===== config.mk =====
export PLATFORM = sky130hd
export DESIGN_NAME = mpqdk_cell
export DESIGN_NICKNAME = d
export VERILOG_FILES = /design/src/mpqdk_pkg.sv /design/src/mpqdk_cell.sv
export SDC_FILE = /design/constraint.sdc
export NUM_CORES = 1
export LEC_CHECK = 0
export BUFFER_PORTS_ARGS = -buffer_cell sky130_fd_sc_hd__clkbuf_2
export CORE_AREA = 8 8 98 78
export CTS_CLUSTER_SIZE = 28
export DETAILED_ROUTE_END_ITERATION = 10
export DIE_AREA = 0 0 106 86
export MAX_ROUTING_LAYER = met4
export PLACE_DENSITY_LB_ADDON = 0.08
export SYNTH_ARGS = -nofsm -noshare
export SYNTH_HDL_FRONTEND = slang
export SYNTH_SLANG_ARGS = --single-unit

===== constraint.sdc =====
create_clock -name aclk -period 9.3 [get_ports aclk]
set_clock_uncertainty 0.2 [all_clocks]
set_input_delay 0.93 -clock aclk [delete_from_list [all_inputs] [get_ports aclk]]
set_output_delay 0.93 -clock aclk [all_outputs]
set_load 0.05 [all_outputs]

===== src/mpqdk_pkg.sv =====
// Shared types and command codes of the priority queue core.
`default_nettype none

package mpqdk_pkg;

    typedef enum logic [1:0] {
        CMD_INSERT   = 2'd0,
        CMD_EXTRACT  = 2'd1,
        CMD_PEEK     = 2'd2,
        CMD_DECREASE = 2'd3
    } cmd_t;

    typedef enum logic [2:0] {
        CELL_HOLD    = 3'd0,
        CELL_INSERT  = 3'd1,
        CELL_SHIFT   = 3'd2,
        CELL_REPLACE = 3'd3,
        CELL_SWAP    = 3'd4
    } cell_op_t;

    typedef struct packed {
        cell_op_t op;
        logic     phase;
    } cell_ctrl_t;

endpackage

`default_nettype wire


===== src/mpqdk_cell.sv =====
// One storage cell of the sorted token row.
`default_nettype none

module mpqdk_cell
    import mpqdk_pkg::*;
#(
    parameter int TOKEN_BITS = 16,
    parameter bit PARITY     = 1'b0
) (
    input  wire logic                  aclk,
    input  wire logic                  aresetn,
    input  wire cell_ctrl_t            ctrl,
    input  wire logic [TOKEN_BITS-1:0] tok,
    input  wire logic [TOKEN_BITS-1:0] ntok,
    input  wire logic [TOKEN_BITS-1:0] left_val,
    input  wire logic                  left_vld,
    input  wire logic                  left_gt,
    input  wire logic                  left_inv,
    input  wire logic [TOKEN_BITS-1:0] right_val,
    input  wire logic                  right_vld,
    output logic [TOKEN_BITS-1:0]      val,
    output logic                       vld,
    output logic                       gt,
    output logic                       inv
);

    logic [TOKEN_BITS-1:0] val_reg;
    logic [TOKEN_BITS-1:0] val_next;
    logic                  vld_reg;
    logic                  vld_next;

    assign val = val_reg;
    assign vld = vld_reg;
    assign gt  = !vld_reg || (val_reg > tok);
    assign inv = vld_reg && right_vld && (val_reg > right_val);

    always_comb begin
        val_next = val_reg;
        vld_next = vld_reg;
        unique case (ctrl.op)
            CELL_HOLD: begin
            end
            CELL_INSERT: begin
                if (left_gt) begin
                    val_next = left_val;
                end else if (gt) begin
                    val_next = tok;
                end
                vld_next = vld_reg || left_vld;
            end
            CELL_SHIFT: begin
                val_next = right_val;
                vld_next = right_vld;
            end
            CELL_REPLACE: begin
                if (vld_reg && (val_reg == tok)) begin
                    val_next = ntok;
                end
            end
            CELL_SWAP: begin
                if (PARITY == ctrl.phase) begin
                    if (inv) begin
                        val_next = right_val;
                    end
                end else if (left_inv) begin
                    val_next = left_val;
                end
            end
            default: begin
            end
        endcase
    end

    always_ff @(posedge aclk) begin
        if (!aresetn) begin
            vld_reg <= 1'b0;
        end else begin
            vld_reg <= vld_next;
        end
    end

    always_ff @(posedge aclk) begin
        val_reg <= val_next;
    end

endmodule

`default_nettype wire


==> impl_metrics.py, run 1 <==
metrics = {
    "sta": {
        "period_needed_ps": 3920,
        "whs_ps": 497,
        "rsz0062_at_grt": "false",
        "hold_viol": 0,
        "tightest_slew_ps": 806,
        "fin_tns_setup_ps": 0,
        "max_freq_mhz": 255,
        "setup_viol": 0,
        "slew_violations": 0,
        "fin_crit_sh": 0.421,
        "slew_headroom": 0.463,
    },
    "synth": {
        "syn-cell-area_um2": 2060,
        "synth_mux_area_frac": 0.0828,
        "syn_inst": 259,
        "synth_cell_types": 36,
        "ys_top_cells_by_area": "edfxtp_1 23%, ha_1 19%, a21oi_1 19%",
        "synth_compound_area_frac": 0.260,
        "synthMostInstantiatedCell": "a21oi_1",
        "synth_seq_area_share": 0.243,
        "synthSimpleGateAreaFrac": 0.137,
        "async_reset_ff_frac": 0,
        "synth-xor-area-share": 0,
        "synth-edff-count": 16,
        "synth_common_cells": "76 x a21oi_1, 33 x inv_1, 32 x ha_1",
        "syn-mean-instance-area_um2": 7.94,
        "synth_area_leader_cell": "edfxtp_1",
        "syn_nets": 365,
        "yosys_warnings": 0,
        "synth_top_family_by_area": "compound AO/OA/AOI/OAI gates",
        "ys_ff_latch": 17,
        "synthAdderAreaFrac": 0.195,
        "synth_top_area_frac": 0.234,
        "synth_flop_cell": "edfxtp_1",
    },
    "detailed_routing": {
        "dr_total_vias": 2178,
        "drt_pass1_iterations": 4,
        "wirelength_um": 7220,
        "drt-initial-drc-count": 94,
        "viasPerCell": 5.08,
        "remaining_drc_errors": 0,
        "post_drt_wl_per_cell_um": 16.8,
        "antenna_left": 0,
    },
    "global_route": {
        "overflow": 0,
        "grt_pass1_wl_um": 11700,
        "grt_antenna_before_repair": 0,
        "grt_pass1_vias": 2291,
        "grt_usage": 0.163,
        "grt_max_degree": 24,
    },
    "cts": {
        "cts_tree": "built",
        "cts_root_buf": "clkbuf_8",
        "cts.sinks": 17,
        "clk_latency_ps": 260,
        "numCtsBuffers": 3,
        "post-cts-setup-buffers": 0,
        "htreeDepth": 1,
        "postCtsHoldBufs": 0,
        "cts_resized": 0,
        "clk_pin_slew_ps": 70,
        "ctsLongestPathBuffers": 2,
    },
    "place": {
        "dp_cells": 425,
        "port_buffers": 92,
        "gp_congestion": 0.873,
        "dp_hpwl_um": 5870,
        "place_area_um2": 2600,
    },
    "power": {
        "finalPower_w": 0.000283,
        "ir_worst_vdd_mv": 0.0372,
        "p_leak_nw": 1.40,
        "pwr_density_cell_nw_per_um2": 107,
    },
    "layout": {
        "n_fill_cell": 678,
        "fin_area_um2": 2650,
        "largest_register_ffs": 16,
        "drive_above_1_share": 0.302,
        "antenna_cells": 0,
        "area_growth_pct": 28.9,
        "final_cells": 429,
        "final_net_count": 455,
    },
    "critical_path": {
        "crit_path_end_kind": "output port",
        "start_kind": "input port",
        "crit_chain": "clkbuf_2 > inv_1 > ha_1 > nand4_2 > or4_4 > a21oi_1 > nor3_1 > nor2_1 > clkbuf_2",
        "crit_slowest_cell": "or4_4",
        "critPathMaxFanout": 4,
        "critical_path_class": "in -> out",
        "critPathMaxStageDelay_ps": 580,
        "critPathArrivalTime_ps": 2790,
        "cpMostUsedCell": "clkbuf_2",
        "worst_ep_required_time_ps": 8170,
    },
    "worst_hold_path": {
        "holdCritPathClass": "reg -> reg",
    },
    "floorplanning": {
        "die_y_um": 86,
        "dieArea_um2": 9120,
        "die_x_um": 106,
        "ioPinCount": 93,
        "core_area_um2": 6100,
        "start_util": 0.337,
        "rows": 25,
    },
    "run_status": {
        "status": "finished clean",
    },
    "flow_run": {
        "max-cap-violations": 0,
    },
}
final cells by class:
| type | count | area (um^2) | share of cell area |
|---|---|---|---|
| Sequential cell | 17 | 500 | 0.189 |
| Timing Repair Buffer | 96 | 490 | 0.185 |
| Clock inverter | 1 | 5.00 | 0.00189 |
| Clock buffer | 3 | 41.3 | 0.0156 |
| Multi-Input combinational cell | 198 | 1390 | 0.524 |
| Tap cell | 81 | 101 | 0.0382 |
| Inverter | 33 | 124 | 0.0467 |
cells by family after synthesis:
kind of cell    after synthesis
flops                        17
compound gates               95
mux                          17
buf+inv                      44
fa+ha+maj                    32
simple gates                 54
power by group:
group	total [W]	switching, W	internal (W)
clock	0.0000586	0.0000288	0.0000298
combinational	0.000125	0.0000791	0.0000461
sequential	0.0000990	0.00000588	0.0000931
total	0.000283	0.000114	0.000169
metal layers:
layer | vias up | track usage | wire (um)
li1 | 1119 | - | -
met1 | 972 | 0.221 | 3530
met2 | 82 | 0.245 | 3100
met3 | 5 | 0.0352 | 560
met4 | 0 | 0.0255 | 33
met5 | - | - | 0
final timing paths:
check,startpoint,end,slack [ps],depth (start not counted)
max,tok[13],gt,5380,9
min,vld$_SDFFE_PN0P_,vld$_SDFFE_PN0P_,500,2
max reg2reg,val[14]$_DFFE_PP_,val[14]$_DFFE_PP_,5960,7
min reg2reg,vld$_SDFFE_PN0P_,vld$_SDFFE_PN0P_,500,2
critical path: cells and delay by family:
kind                       cells  cell delay, ps
and+or+nand+nor                4             930
AOI/OAI and AO/OA              1             170
buffers and inverters          3             430
adders and majority gates      1             310
layout by cell type (no fill, tap or decap), drive strengths merged, types with 2 or more instances in the layout:
master	instances
a21o	2
a21oi	76
a221o	2
a221oi	2
and2	2
buf	4
clkbuf	95
edfxtp	16
ha	32
inv	33
mux2i	17
nand2	23
nand2b	2
nand3	3
nand4	6
nor2	7
nor2b	5
nor3b	2
o21ai	4
o31ai	2
metrics by stage:
step | utilization | setup slack (ps)
floorplan | - | 5380
global route | 0.434 | 5300
CTS | 0.434 | 5390
finish | 0.434 | 5380
global placement | 0.427 | 5390
detailed placement | 0.427 | 5360
(Power assumes the default switching activity.)
==> run 2: changes to the inputs <==
Clock period 9.3 ns to 3.9 ns, I/O delays scaled along.
==> run 2 against run 1 <==
Sequential cell count is the same; via count decreased by 0.69%; first-iteration DRC count rose by 31%; wire length grew 2.0%; global-route usage increased by 0.40 points; non-clock buffer count up 2; largest power group unchanged.
==> impl_metrics.py, run 2 (same netlist as run 1, synthesis figures left out) <==
metrics = {
    "layout": {
        "final_net_count": 457,
        "area_growth_pct": 29.6,
        "antenna_cells": 0,
        "largest_register_ffs": 16,
        "final_cell_mix": "92 x clkbuf_2, 76 x a21oi_1, 33 x inv_1",
        "final_util": 0.437,
        "drive_above_1_share": 0.306,
        "layout_commonest_cell": "clkbuf_2",
        "n_fill_cell": 650,
        "final_cells": 431,
    },
    "cts": {
        "cts_root_buf": "clkbuf_8",
        "cts_tree": "built",
        "htreeDepth": 1,
        "ctsLongestPathBuffers": 2,
        "cts.sinks": 17,
        "cts_resized": 0,
        "clk_latency_ps": 260,
        "numCtsBuffers": 3,
        "post-cts-setup-buffers": 0,
        "clk_pin_slew_ps": 70,
        "postCtsHoldBufs": 0,
    },
    "power": {
        "pwr_density_cell_nw_per_um2": 252,
        "p_leak_nw": 1.41,
        "ir_worst_vdd_mv": 0.0900,
    },
    "flow_run": {
        "max-cap-violations": 0,
    },
    "place": {
        "dp_cells": 427,
        "port_buffers": 92,
        "gp_congestion": 0.822,
        "dp_hpwl_um": 5940,
    },
    "floorplanning": {
        "dieArea_um2": 9120,
        "die_y_um": 86,
        "die_x_um": 106,
        "start_util": 0.337,
        "ioPinCount": 93,
        "core_area_um2": 6100,
        "rows": 25,
    },
    "sta": {
        "hold_viol": 0,
        "slew_violations": 0,
        "setup_viol": 0,
        "tightest_slew_ps": 836,
        "fin_tns_setup_ps": 0,
        "fin_crit_sh": 0.782,
        "period_needed_ps": 3050,
        "slew_headroom": 0.443,
        "max_freq_mhz": 328,
        "rsz0062_at_grt": "false",
    },
    "global_route": {
        "overflow": 0,
        "grt_pass1_vias": 2290,
        "grt_pass1_wl_um": 11800,
        "grt_max_degree": 24,
        "grt_usage": 0.167,
        "grt_antenna_before_repair": 0,
    },
    "detailed_routing": {
        "dr_total_vias": 2163,
        "drt_pass1_iterations": 4,
        "drt-initial-drc-count": 123,
        "viasPerCell": 5.02,
        "antenna_left": 0,
        "post_drt_wl_per_cell_um": 17.1,
        "wirelength_um": 7370,
        "remaining_drc_errors": 0,
    },
    "worst_hold_path": {
        "worst_hold_startpoint": "aresetn",
        "holdCritPathClass": "in -> reg",
    },
    "critical_path": {
        "worst_ep_required_time_ps": 3310,
        "crit_path_start": "val[14]$_DFFE_PP_",
        "critPathArrivalTime_ps": 2460,
        "start_kind": "flip-flop",
        "critical_path_class": "reg -> out",
        "critPathMaxFanout": 4,
        "crit_path_end_kind": "output port",
        "rr_startpoint": "val[14]$_DFFE_PP_",
    },
    "run_status": {
        "status": "finished clean",
    },
}
-- run 2: changes by cell type in the layout (fill, tap and decap cells not counted) --
cell / before / now
buf_4: 4 / 6
-- run 2: path summary, 6_finish.rpt --
| path | endpoint | slack, ps | depth (start not counted) |
|---|---|---|---|
| worst max-delay path | gt | 850 | 7 |
| worst min-delay path | vld$_SDFFE_PN0P_ | 160 | 2 |
| worst max register to register | val[14]$_DFFE_PP_ | 980 | 7 |
| worst min register to register | vld$_SDFFE_PN0P_ | 510 | 2 |
-- run 2: critical path: stages, from the launching register on --
cell and delay [ps]:
edfxtp_1 450, ha_1 360, nand4_2 160, or4_4 590, a21oi_1 140, nor3_1 80
nor2_1 130, clkbuf_2 300
-- run 2: stage by stage --
step	worst slack [ps]	power, W	instance area, um^2	hold slack [ps]
2_1_floorplan	440	0.000428	2060	321
3_3_place_gp	1000	0.000542	2620	429
3_5_place_dp	944	0.000542	2620	430
4_1_cts	833	0.000682	2670	154
5_1_grt	743	0.000724	2670	155
6_report	848	0.000673	2670	157
-- run 2: where the power goes --
group	internal (W)	total, W	switching, W
Clock	0.0000710	0.000135	0.0000642
Sequential	0.000222	0.000236	0.0000137
Combinational	0.000111	0.000302	0.000190
Total	0.000404	0.000673	0.000268
-- run 2: per-layer routing --
metal  GRT usage  wire length, um  vias up  share of wire
li1            -                -     1128              -
met1       0.218             3650      960           0.50
met2       0.262             3220       73           0.44
met3      0.0375              467        2          0.063
met4      0.0229               21        0         0.0029
met5           -                0        -              0
-- run 2: area by class of cell --
class | count | area [um^2] | area share
Clock buffer | 3 | 41.3 | 0.0155
Clock inverter | 1 | 5.00 | 0.00188
Inverter | 33 | 124 | 0.0465
Multi-Input combinational cell | 198 | 1390 | 0.521
Sequential cell | 17 | 500 | 0.188
Tap cell | 81 | 101 | 0.0380
Timing Repair Buffer | 98 | 505 | 0.190
==> run 3: changes to the inputs <==
Clock period 3.9 ns to 2.55 ns, I/O delays scaled along.
==> run 3 against run 2 <==
The run now ends with setup timing left; non-clock buffer count is 34 higher; critical path type is now reg -> reg; total power rose by 67%; hold slack worse by 130 ps; sequential share of layout area down 2.4 points; count of clock-buffer cells in the layout up 1.
==> impl_metrics.py, run 3 (same netlist as run 1, synthesis figures left out) <==
metrics = {
    "layout": {
        "largest_register_ffs": 16,
        "layout_commonest_cell": "clkbuf_2",
        "fin_area_um2": 3060,
        "final_cells": 465,
        "final_net_count": 491,
        "drive_above_1_share": 0.398,
        "antenna_cells": 0,
        "final_cell_mix": "90 x clkbuf_2, 73 x a21oi_1, 37 x buf_4",
        "area_growth_pct": 49.0,
    },
    "floorplanning": {
        "start_util": 0.337,
        "die_x_um": 106,
        "ioPinCount": 93,
        "core_area_um2": 6100,
        "die_y_um": 86,
        "dieArea_um2": 9120,
        "rows": 25,
    },
    "power": {
        "ir_worst_vdd_mv": 0.170,
        "pwr_density_cell_nw_per_um2": 367,
        "p_leak_nw": 1.58,
        "finalPower_w": 0.00112,
    },
    "place": {
        "place_ws_ps": -252,
        "gp_congestion": 0.817,
        "place_area_um2": 2910,
        "dp_hpwl_um": 6190,
        "port_buffers": 92,
        "dp_cells": 457,
    },
    "cts": {
        "ctsLongestPathBuffers": 2,
        "htreeDepth": 1,
        "clk_latency_ps": 260,
        "numCtsBuffers": 3,
        "cts_tree": "built",
        "cts.sinks": 17,
        "clk_pin_slew_ps": 70,
        "cts_root_buf": "clkbuf_8",
    },
    "sta": {
        "slew_headroom": 0.589,
        "fin_ws_ps": -246,
        "whs_ps": 24.3,
        "hold_viol": 0,
        "fin_crit_sh": 1.10,
        "max_freq_mhz": 358,
        "period_needed_ps": 2800,
        "tightest_slew_ps": 614,
        "slew_violations": 0,
        "setup_viol": 18,
        "rsz0062_at_grt": "true",
    },
    "detailed_routing": {
        "remaining_drc_errors": 0,
        "antenna_left": 0,
        "wirelength_um": 7700,
        "drt_pass1_iterations": 4,
        "dr_total_vias": 2293,
        "drt-initial-drc-count": 114,
        "viasPerCell": 4.93,
        "post_drt_wl_per_cell_um": 16.6,
    },
    "global_route": {
        "grt_antenna_before_repair": 0,
        "grt_usage": 0.170,
        "overflow": 0,
        "grt_max_degree": 18,
        "grt_pass1_wl_um": 12000,
        "grt_pass1_vias": 2351,
    },
    "critical_path": {
        "critical_path_class": "reg -> reg",
        "start_kind": "flip-flop",
        "critPathArrivalTime_ps": 2570,
        "worst_ep_required_time_ps": 2320,
        "critPathMaxFanout": 7,
        "crit_path_end_kind": "flip-flop",
    },
    "flow_run": {
        "max-cap-violations": 0,
    },
    "run_status": {
        "status": "finished with violations",
        "violations": "setup timing",
    },
    "worst_hold_path": {
        "holdCritPathClass": "in -> reg",
    },
}
## run 3: layer usage
metal | wire length, um | track usage | vias up
li1 | - | - | 1198
met1 | 3930 | 0.230 | 1026
met2 | 3290 | 0.252 | 67
met3 | 459 | 0.0457 | 2
met4 | 21 | 0.0191 | 0
met5 | 0 | - | -
## run 3: path summary, 6_finish.rpt
| check | from | to | slack (ps) | depth (start not counted) |
|---|---|---|---|---|
| worst max-delay path | val[11]$_DFFE_PP_ | val[10]$_DFFE_PP_ | -250 | 7 |
| worst min-delay path | aresetn | vld$_SDFFE_PN0P_ | 20 | 2 |
| worst max register to register | val[11]$_DFFE_PP_ | val[10]$_DFFE_PP_ | -250 | 7 |
| worst min register to register | vld$_SDFFE_PN0P_ | vld$_SDFFE_PN0P_ | 480 | 2 |
## run 3: area by class of cell
cell class / count / area [um^2]
clock buffers: 4 / 45.0
repair buffers: 132 / 796
flip-flops and latches: 17 / 500
fillers: 629 / 3040
inverters: 33 / 124
multi-input cells: 198 / 1500
well taps: 81 / 101
## run 3: timing repair
action | CTS | global route
hold endpoints to repair | 0 | 0
hold buffers | 0 | 0
pin swaps | 5 | 3
buffers inserted | 2 | 2
endpoints found under the setup margin | 18 | 18
resized for setup | 10 | 4
## run 3: power breakdown
group          internal (W)  switching [W]  leakage (nW)
Sequential         0.000339      0.0000178         0.159
Combinational      0.000235       0.000320          1.40
Clock              0.000111      0.0000992        0.0228
Total              0.000686       0.000437          1.58
## run 3: critical path, stage by stage, from the launching register on
cell and delay [ps]:
edfxtp_1 430, ha_4 300, nand4_1 140, or4_4 550, o21a_1 190, o221a_1 230, a221oi_4 280, buf_6 190
## run 3: metrics by stage
step,setup TNS (ps),util
detailed placement,-3830,0.477
global placement,-3290,0.477
finish,-4050,0.502
floorplan,-9380,-
global route,-5680,0.502
CTS,-4150,0.494
